## config.mk

```make
export PLATFORM = sky130hd
export DESIGN_NAME = bitap_mismatch_search
export DESIGN_NICKNAME = d
export VERILOG_FILES = /design/src/rtl/bms_pkg.sv /design/src/rtl/bms_front.sv /design/src/rtl/bms_queue.sv /design/src/rtl/bms_back.sv /design/src/rtl/bitap_mismatch_search.sv
export SDC_FILE = /design/constraint.sdc
export NUM_CORES = 2
export LEC_CHECK = 0
export BUFFER_PORTS_ARGS = -buffer_cell sky130_fd_sc_hd__buf_2
export CAP_MARGIN = 20
export CORE_ASPECT_RATIO = 1.4
export CORE_MARGIN = 3
export CORE_UTILIZATION = 60
export DETAILED_ROUTE_END_ITERATION = 6
export HOLD_SLACK_MARGIN = 0.03
export PLACE_DENSITY = 0.79
export SYNTH_ARGS = -nofsm -noshare
export SYNTH_HDL_FRONTEND = slang
export SYNTH_HIERARCHICAL = 1
export SYNTH_SLANG_ARGS = --single-unit
```

## constraint.sdc

```tcl
create_clock -name clk -period 14.13 [get_ports clk]
set_input_delay 1.413 -clock clk [delete_from_list [all_inputs] [get_ports clk]]
set_output_delay 1.413 -clock clk [all_outputs]
set_load 0.01 [all_outputs]
```

## src/rtl/bms_pkg.sv

```systemverilog
// ----------------------------------------------------------------------------
// bms_pkg: shared types and constants for the bitap mismatch search
// Vector geometry, register indexes, configuration bundle and queue entry.
// ----------------------------------------------------------------------------
package bms_pkg;

	localparam int PAT_BYTES  = 31;
	localparam int VEC_BITS   = PAT_BYTES + 1;
	localparam int LEVELS     = 8;
	localparam int LEVEL_BITS = $clog2(LEVELS);
	localparam int LEN_BITS   = $clog2(VEC_BITS);
	localparam int POS_BITS   = 32;
	localparam int START_BITS = 32;
	localparam int CFG_BITS   = 64;
	localparam int IDX_BITS   = 3;
	localparam int OUT_BITS   = 40;

	localparam logic [VEC_BITS-1:0] VEC_RESET = ~VEC_BITS'(1);
	localparam logic [POS_BITS-1:0] POS_MAX   = '1;

	// configuration register indexes
	localparam logic [IDX_BITS-1:0] REG_PATTERN_LENGTH = IDX_BITS'(0);
	localparam logic [IDX_BITS-1:0] REG_MAX_ERRORS     = IDX_BITS'(1);
	localparam logic [IDX_BITS-1:0] REG_PATTERN_0      = IDX_BITS'(2);
	localparam logic [IDX_BITS-1:0] REG_PATTERN_1      = IDX_BITS'(3);
	localparam logic [IDX_BITS-1:0] REG_PATTERN_2      = IDX_BITS'(4);
	localparam logic [IDX_BITS-1:0] REG_PATTERN_3      = IDX_BITS'(5);

	typedef struct packed {
		logic [PAT_BYTES*8-1:0] pattern;
		logic [LEN_BITS-1:0]    pattern_length;
		logic [LEVEL_BITS-1:0]  max_errors;
	} cfg_t;

	// classified text byte, as queued between front and back
	typedef struct packed {
		logic [VEC_BITS-1:0] mask;
		logic                sot;
		logic                empty_pat;
	} item_t;

endpackage

```

## src/rtl/bms_front.sv

```systemverilog
// ----------------------------------------------------------------------------
// bms_front: input side of the bitap mismatch search
// Accepts text bytes and classifies each into a character mask for the queue.
// ----------------------------------------------------------------------------
module bms_front (
	input  bms_pkg::cfg_t  cfg,
	input  logic           s_tvalid,
	output logic           s_tready,
	input  logic [7:0]     s_tdata,   // [7:0] text_byte
	input  logic           s_tuser,   // [0] start_of_text
	input  logic           q_full,
	output logic           q_push,
	output bms_pkg::item_t q_item
);
	import bms_pkg::*;

	logic [VEC_BITS-1:0] mask;

	// compare the byte against every pattern byte in use
	always_comb begin
		mask = '1;
		for (int i = 0; i < PAT_BYTES; i++) begin
			if ((LEN_BITS'(i) < cfg.pattern_length) && (cfg.pattern[i*8 +: 8] == s_tdata)) begin
				mask[i] = 1'b0;
			end
		end
	end

	assign s_tready            = ~q_full;
	assign q_push              = s_tvalid & ~q_full;
	assign q_item.mask         = mask;
	assign q_item.sot          = s_tuser;
	assign q_item.empty_pat    = (cfg.pattern_length == '0);

endmodule

```

## src/rtl/bms_queue.sv

```systemverilog
// ----------------------------------------------------------------------------
// bms_queue: short queue between front and back
// Four-entry register queue; push and pop may happen in the same cycle.
// ----------------------------------------------------------------------------
module bms_queue (
	input  logic           clk,
	input  logic           arst_n,
	input  logic           push,
	input  bms_pkg::item_t push_item,
	input  logic           pop,
	output bms_pkg::item_t head_item,
	output logic           not_empty,
	output logic           full
);
	import bms_pkg::*;

	localparam int DEPTH     = 4;
	localparam int PTR_BITS  = $clog2(DEPTH);
	localparam int CNT_BITS  = $clog2(DEPTH + 1);

	item_t               entry_q [DEPTH];
	logic [PTR_BITS-1:0] wr_ptr_q;
	logic [PTR_BITS-1:0] rd_ptr_q;
	logic [CNT_BITS-1:0] count_q;

	assign not_empty = (count_q != '0);
	assign full      = (count_q == CNT_BITS'(DEPTH));
	assign head_item = entry_q[rd_ptr_q];

	// store pushed entries
	always_ff @(posedge clk) begin
		if (push) begin
			entry_q[wr_ptr_q] <= push_item;
		end
	end

	// advance pointers and fill count
	always_ff @(posedge clk or negedge arst_n) begin
		if (!arst_n) begin
			wr_ptr_q <= '0;
			rd_ptr_q <= '0;
			count_q  <= '0;
		end else begin
			if (push) begin
				wr_ptr_q <= wr_ptr_q + PTR_BITS'(1);
			end
			if (pop) begin
				rd_ptr_q <= rd_ptr_q + PTR_BITS'(1);
			end
			if (push && !pop) begin
				count_q <= count_q + CNT_BITS'(1);
			end else if (pop && !push) begin
				count_q <= count_q - CNT_BITS'(1);
			end
		end
	end

endmodule

```

## src/rtl/bms_back.sv

```systemverilog
// ----------------------------------------------------------------------------
// bms_back: search engine of the bitap mismatch search
// Updates all error-level vectors, position and found flag; registers results.
// ----------------------------------------------------------------------------
module bms_back (
	input  logic                     clk,
	input  logic                     arst_n,
	input  bms_pkg::cfg_t            cfg,
	input  logic                     q_not_empty,
	input  bms_pkg::item_t           q_item,
	output logic                     q_pop,
	output logic                     m_tvalid,
	input  logic                     m_tready,
	output logic [bms_pkg::OUT_BITS-1:0] m_tdata  // [0] match_found, [32:1] match_start,
	                                            // [33] search_finished, [39:34] zero
);
	import bms_pkg::*;

	logic [VEC_BITS-1:0]   vec_q [LEVELS];
	logic [POS_BITS-1:0]   pos_q;
	logic                  found_q;
	logic                  out_valid_q;
	logic                  out_found_q;
	logic [START_BITS-1:0] out_start_q;
	logic                  out_finished_q;

	logic [VEC_BITS-1:0]   base_vec [LEVELS];
	logic [VEC_BITS-1:0]   upd_vec  [LEVELS];
	logic [VEC_BITS-1:0]   next_vec [LEVELS];
	logic [POS_BITS-1:0]   base_pos;
	logic [POS_BITS-1:0]   next_pos;
	logic                  base_found;
	logic                  next_found;
	logic                  hit;
	logic                  vec_hit;
	logic [POS_BITS:0]     pos_plus;
	logic [POS_BITS:0]     len_ext;
	logic [POS_BITS:0]     diff;
	logic [START_BITS-1:0] start;

	assign q_pop = q_not_empty & (~out_valid_q | m_tready);

	// start of text clears the search state ahead of this byte
	always_comb begin
		for (int d = 0; d < LEVELS; d++) begin
			base_vec[d] = q_item.sot ? VEC_RESET : vec_q[d];
		end
		base_pos   = q_item.sot ? '0 : pos_q;
		base_found = q_item.sot ? 1'b0 : found_q;
	end

	// update every error level in parallel from the old vectors
	always_comb begin
		upd_vec[0] = (base_vec[0] | q_item.mask) << 1;
		for (int d = 1; d < LEVELS; d++) begin
			upd_vec[d] = (base_vec[d-1] & (base_vec[d] | q_item.mask)) << 1;
		end
	end

	assign vec_hit  = ~upd_vec[cfg.max_errors][cfg.pattern_length];
	assign pos_plus = {1'b0, base_pos} + (POS_BITS+1)'(1);
	assign len_ext  = (POS_BITS+1)'(cfg.pattern_length);
	assign diff     = pos_plus - len_ext;

	// decide hit, start and next state
	always_comb begin
		hit        = 1'b0;
		start      = '0;
		next_pos   = base_pos;
		next_found = base_found;
		for (int d = 0; d < LEVELS; d++) begin
			next_vec[d] = base_vec[d];
		end
		if (!base_found) begin
			if (q_item.empty_pat) begin
				hit = 1'b1;
			end else begin
				for (int d = 0; d < LEVELS; d++) begin
					next_vec[d] = upd_vec[d];
				end
				hit = vec_hit;
				if (vec_hit && (pos_plus >= len_ext)) begin
					start = diff[START_BITS-1:0];
				end
			end
			if (base_pos != POS_MAX) begin
				next_pos = pos_plus[POS_BITS-1:0];
			end
			next_found = hit;
		end
	end

	// hold search state, advance on each popped byte
	always_ff @(posedge clk or negedge arst_n) begin
		if (!arst_n) begin
			for (int d = 0; d < LEVELS; d++) begin
				vec_q[d] <= VEC_RESET;
			end
			pos_q   <= '0;
			found_q <= 1'b0;
		end else if (q_pop) begin
			for (int d = 0; d < LEVELS; d++) begin
				vec_q[d] <= next_vec[d];
			end
			pos_q   <= next_pos;
			found_q <= next_found;
		end
	end

	// output register: load on pop, drop after transfer
	always_ff @(posedge clk or negedge arst_n) begin
		if (!arst_n) begin
			out_valid_q <= 1'b0;
		end else if (q_pop) begin
			out_valid_q <= 1'b1;
		end else if (m_tready) begin
			out_valid_q <= 1'b0;
		end
	end

	always_ff @(posedge clk) begin
		if (q_pop) begin
			out_found_q    <= hit;
			out_start_q    <= start;
			out_finished_q <= next_found;
		end
	end

	assign m_tvalid = out_valid_q;
	assign m_tdata  = {(OUT_BITS-START_BITS-2)'(0), out_finished_q, out_start_q, out_found_q};

endmodule

```

## src/rtl/bitap_mismatch_search.sv

```systemverilog
// ----------------------------------------------------------------------------
// bitap_mismatch_search: shift-or text search with up to k substitutions
// Front classifies each text byte into a character mask, a four-entry queue
// decouples it from the back, which updates the vectors and reports matches.
// ----------------------------------------------------------------------------
// A byte's result is valid on m_tvalid once the byte has passed the queue and
// then the output register.
// Throughput: one byte per cycle while m_tready keeps the output register free;
// in the back end all eight error levels update together.
// Reset: arst_n clears configuration, vectors, position, found flag, queue
// pointers and count, and output valid flag; no clearing pass is needed.
module bitap_mismatch_search (
	input  logic                         clk,
	input  logic                         arst_n,
	input  logic                         cfg_we,
	input  logic [bms_pkg::IDX_BITS-1:0] cfg_index,
	input  logic [bms_pkg::CFG_BITS-1:0] cfg_data,
	input  logic                         s_tvalid,
	output logic                         s_tready,
	input  logic [7:0]                   s_tdata,   // [7:0] text_byte
	input  logic                         s_tuser,   // [0] start_of_text
	output logic                         m_tvalid,
	input  logic                         m_tready,
	output logic [bms_pkg::OUT_BITS-1:0] m_tdata    // [0] match_found, [32:1] match_start,
	                                                // [33] search_finished, [39:34] zero
);
	import bms_pkg::*;

	cfg_t  cfg_q;
	item_t push_item;
	item_t head_item;
	logic  q_push;
	logic  q_pop;
	logic  q_full;
	logic  q_not_empty;

	// configuration writes; unknown indexes are ignored
	always_ff @(posedge clk or negedge arst_n) begin
		if (!arst_n) begin
			cfg_q <= '0;
		end else if (cfg_we) begin
			unique case (cfg_index)
				REG_PATTERN_LENGTH: cfg_q.pattern_length <= cfg_data[LEN_BITS-1:0];
				REG_MAX_ERRORS:     cfg_q.max_errors     <= cfg_data[LEVEL_BITS-1:0];
				REG_PATTERN_0:      cfg_q.pattern[63:0]    <= cfg_data;
				REG_PATTERN_1:      cfg_q.pattern[127:64]  <= cfg_data;
				REG_PATTERN_2:      cfg_q.pattern[191:128] <= cfg_data;
				REG_PATTERN_3:      cfg_q.pattern[247:192] <= cfg_data[55:0];
				default: begin
				end
			endcase
		end
	end

	bms_front u_front (
		.cfg      (cfg_q),
		.s_tvalid (s_tvalid),
		.s_tready (s_tready),
		.s_tdata  (s_tdata),
		.s_tuser  (s_tuser),
		.q_full   (q_full),
		.q_push   (q_push),
		.q_item   (push_item)
	);

	bms_queue u_queue (
		.clk       (clk),
		.arst_n    (arst_n),
		.push      (q_push),
		.push_item (push_item),
		.pop       (q_pop),
		.head_item (head_item),
		.not_empty (q_not_empty),
		.full      (q_full)
	);

	bms_back u_back (
		.clk         (clk),
		.arst_n      (arst_n),
		.cfg         (cfg_q),
		.q_not_empty (q_not_empty),
		.q_item      (head_item),
		.q_pop       (q_pop),
		.m_tvalid    (m_tvalid),
		.m_tready    (m_tready),
		.m_tdata     (m_tdata)
	);

endmodule

```

# ---- Word-level counts from Yosys, hierarchy flattened
# Memory sizes are Yosys's and may differ from the RTL's.
# Index checks and enable logic that the tools add are counted.
dict set report classes {
  reduce_logical 48
  n_eq_ne 38
  muxes 58
  bitwise_logic 23
  magnitude_cmp 34
  n_addsub 6
}
# op n
set op_table {}
lappend op_table {{$mux W256} 2}
lappend op_table {{$mux W32} 13}
lappend op_table {{$eq A8 B8 Y1} 31}
lappend op_table {{$or A31 B31 Y31} 8}
lappend op_table {{$and A31 B31 Y31} 7}
lappend op_table {{$bmux W32 S3} 1}
lappend op_table {{$lt A5 B5 Y1 const A} 15}
lappend op_table {{$lt A4 B5 Y1 const A} 8}
lappend op_table {{$mux W1} 39}
lappend op_table {{$logic_and A1 B1 Y1} 34}
lappend op_table {{$add A32 B1 Y33 const B} 1}
lappend op_table {{$ge A33 B5 Y1} 1}
lappend op_table {{$ne A32 B32 Y1 const B} 1}
lappend op_table {{$sub A32 B5 Y32} 1}
lappend op_table {{$lt A3 B5 Y1 const A} 4}
lappend op_table {{$reduce_and A2 Y1} 6}
lappend op_table {{$lt A1 B5 Y1 const A} 2}
lappend op_table {{$lt A2 B5 Y1 const A} 2}
lappend op_table {{$eq A3 B3 Y1 const B} 3}
lappend op_table {{$eq A3 B2 Y1 const B} 2}
lappend op_table {{$lt A5 B6 Y1 const B} 1}
lappend op_table {{$mux W3} 2}
lappend op_table {{$bmux W1 S5} 1}
lappend op_table {{$logic_not A5 Y1} 1}
lappend op_table {{14 further kinds} 21}
dict set report totals {
  mem_bits_rw 132
  mem_count 1
  out_inout_bits 42
  ff_bits 587
  inputBits 81
}
# memory depth word_bits read_ports rd_clocked_by_memory_dff wr line_no
set memory_table {}
lappend memory_table {u_queue.entry_q 4 33 1 0 1 bms_queue.sv:21} ;# item_t entry_q [DEPTH];

# ---- Logic depth before layout (Yosys ltp)
# An unclocked memory read counts as a cell.
dict set report depth {
  depth_word 13
  ltp_mapped 22
  ltp_nobuf 13
}

# ---- Modules after synthesis
# Netlist, hierarchy kept.
# module cells_per_inst instances area_per_inst_um2 seq_area_each_um2
set by_module_without_submodules {}
lappend by_module_without_submodules {bms_back 2181 1 19080.8 8378.0}
lappend by_module_without_submodules {bitap_mismatch_search 545 1 10133.5 6406.1}
lappend by_module_without_submodules {bms_queue 212 1 5355.1 4259.1}
lappend by_module_without_submodules {bms_front 420 1 3329.4 0.0}

# ---- Least setup slack after synthesis
# OpenSTA, ideal clock, no wires.
dict set report synth_path {
  path_kind {register to register}
  startpoint {reg u_queue.rd_ptr_q[0]}
  endpoint {reg u_back.out_start_q[2], data pin}
  setup_ps 276
  stages_incl_launch_ff 22
  t_arrival_ps 5103
  required_ps 13854
  setup_slack_ps 8751
  path_cell_list {dfrtp_1 buf_6 buf_12 mux4_2 buf_2 buf_1 clkbuf_1 buf_1 clkbuf_1 clkbuf_1 nor2b_1 ha_1 ha_1 nor2b_1 o2111ai_1 nand2_1 nor3_1 nand4_1 nor4_2 a211o_4 buf_6 nor3_2}
}
# item line_no
set synth_lines {}
lappend synth_lines {{start, declared} bms_queue.sv:23} ;# logic [PTR_BITS-1:0] rd_ptr_q;
lappend synth_lines {{start signal, assigned} bms_queue.sv:48} ;# rd_ptr_q <= rd_ptr_q + PTR_BITS'(1);
lappend synth_lines {{end signal, assigned} bms_back.sv:124} ;# out_start_q <= start;
lappend synth_lines {{end, declared} bms_back.sv:24} ;# logic [START_BITS-1:0] out_start_q;

==> impl_metrics.yaml <==
timing:
  skew_ns: 0.03427
  grt_setup_unrepaired: "no"
  tns_ns: 0
  slew_viol_final: 0
  finalCritPeriodShare_pct: 46.76
  max_freq_mhz: 151.3
  finalHoldViolations: 0
  maxSlewHeadroom_pct: 23.26
  final-setup-viol-count: 0
  tightest_slew_ns: 1.151
  fin_crit_ns: 6.608
global_routing:
  grt_pass1_vias: 28810
  grt_pass1_wl_um: 160100
  antenna_found_initial: 4
  track_usage_pct: 30.60
  gr-total-overflow: 0
  grt_max_degree: 173
clock_tree:
  numCtsBuffers: 69
  clockBufferDepth: 3
  post-cts-setup-buffer-count: 0
  clkTransAtPathRegs_ns: 0.07
  ctsResizeCount: 0
  h-tree-depth: 3
  ctsHoldBuffers: 0
  clock_sink_count: 711
  worstSkewPairLatency_ns: 0.61
  cts_tree: "yes"
  clock-root-buffer: "clkbuf_16"
floorplanning:
  coreArea_sq_um: 62160
  dieArea_sq_um: 65990
  die_h_um: 302.8
  ios: 123
  rows: 108
  start_util_pct: 60.72
  die_x_um: 218.0
setup_path:
  crit_path_end_kind: "flip-flop"
  worstPathRequired_ns: 14.44
  critPathLaunch: "u_queue/rd_ptr_q[0]"
  critPathLaunchType: "flip-flop"
  crit_end: "u_back/out_start_q[31]"
  crit_type: "flip-flop to flip-flop"
  r2r_end: "u_back/out_start_q[31]"
  timing.rr.start: "u_queue/rd_ptr_q[0]"
  arrival_ns: 6.92
  rrSetupSlack_ns: 7.52
  cp_max_fo: 74
  r2r_cells: 16
power:
  power.density_nw_per_um2: 178.1
  power.total_mw: 7.212
  p_leak_nw: 15.04
  irDropWorstVdd_uv: 125.2
route:
  drc: 0
  wire_per_inst_um: 24.22
  firstDrtPassIters: 6
  ant_nets: 0
  dr.max_layer_used: "met5"
  wl_um: 102000
  drtIter0Drc: 2965
  avgViaCountPerCell: 6.713
  wl_met1_um: 37120
  wl_met2_um: 50760
  wl_met3_um: 7810
  vias: 28270
cells_and_area:
  final_cell_area_sq_um: 40490
  drive_gt1_share_pct: 26.35
  nets: 3426
  area_delta_synth_final_pct: 7.290
  fin_util_pct: 65.14
placement:
  place_area_sq_um: 38230
  gp_congestion: 0.9386
  portBuffers: 116
  place_hpwl_um: 64600
synth:
  synthCells: 3351
  synth.cell_area_sq_um: 37740
  yosysWarnings: 6
  synth.avg_cell_area_sq_um: 11.26
status:
  outcome: "complete, no violations"
run:
  cap_violations: 0
worst_hold_path:
  hold_class: "flip-flop to flip-flop"
==> worst max-delay path: stages, from the launching register on <==
cell and delay [ns]:
dfrtp_2 0.34, buf_4 0.53, mux4_4 1.01, buf_4 0.38, inv_2 0.08, buf_4 0.74
nand2_1 0.19, xnor2_1 0.18, ha_1 0.20, a21o_1 0.18, a21oi_1 0.17, nand2_1 0.20
nor3_1 0.66, nand4_1 0.37, nor4_2 0.36, a211o_4 0.54, nor3_1 0.10
==> metal layers <==
metal / GRT usage [%] / vias up
li1: - / 12170
met4: 17.40 / 6
met5: 0 / -
met1: 37.02 / 14110
met2: 52.20 / 1536
met3: 4.949 / 440
==> where the power goes <==
part	leakage [nW]	switching (mW)	total (mW)	internal, mW
logic	6.54	1.59	2.45	0.858
registers	7.42	0.339	2.90	2.56
clock network	1.08	0.807	1.86	1.05
==> worst min-delay path by stage <==
| stage | to | slack [ns] | start | cells past startpoint |
|---|---|---|---|---|
| 2_1_floorplan | u_queue/count_q[2] | 0.45 | u_queue/count_q[2] | 1 |
| 3_3_place_gp | u_queue/count_q[2] | 0.47 | u_queue/count_q[2] | 1 |
| 3_5_place_dp | u_back/vec_q[224] | 0.48 | u_back/vec_q[224] | 1 |
| 4_1_cts | u_back/vec_q[224] | 0.50 | u_back/vec_q[224] | 1 |
| 5_1_grt | u_back/vec_q[29] | 0.52 | u_back/vec_q[29] | 2 |
| 6_report | u_back/vec_q[224] | 0.50 | u_back/vec_q[224] | 1 |
==> metrics by stage <==
step,std cells,worst slack [ns],hold slack (ns)
final,4211,7.522,0.4981
after detailed placement,4085,7.645,0.4824
after CTS,4209,7.645,0.5031
after global routing,4210,7.073,0.5178
after global placement,4085,7.800,0.4659
after floorplan,3356,8.755,0.4491
==> cells in the final DEF (no fill, tap or decap), types with 14 or more instances in the layout <==
cell,count
a211oi_1,23
a21oi_1,311
a22oi_1,19
a31oi_1,16
buf_2,115
buf_4,48
clkbuf_1,21
clkbuf_16,71
dfrtp_1,302
dfstp_2,240
edfxtp_1,166
inv_1,39
mux2_2,164
mux2_4,120
mux2i_1,41
mux4_2,28
nand2_1,103
nand2b_1,42
nand3_1,38
nand4_1,35
nor2_1,316
nor2b_1,33
nor3_1,41
nor3_2,32
nor4_1,51
o211ai_1,26
o21a_1,14
o21ai_0,270
o22a_1,18
o22ai_1,17
o32ai_1,28
or3_1,21
xnor2_1,103
xor2_1,189
==> area by class of cell <==
type	count	area, sq um
Clock inverter	27	304.0
Multi-Input combinational cell	2340	17130
Timing Repair Buffer	166	998.5
Tap cell	825	1032
Sequential cell	711	18930
Clock buffer	97	1924
Fill cell	4625	21670
Antenna cell	1	2.502
Inverter	44	166.4
==> registers in the layout, indices dropped and copies added (netlist names) <==
register and cells:
cfg_q 256, u_back/found_q 1, u_back/m_tvalid 1, u_back/out_finished_q 1
u_back/out_found_q 1, u_back/out_start_q 32, u_back/pos_q 32, u_back/vec_q 248
u_queue/count_q 3, u_queue/entry_q 132, u_queue/rd_ptr_q 2, u_queue/wr_ptr_q 2
No activity file was read; power rests on OpenSTA's default activity.
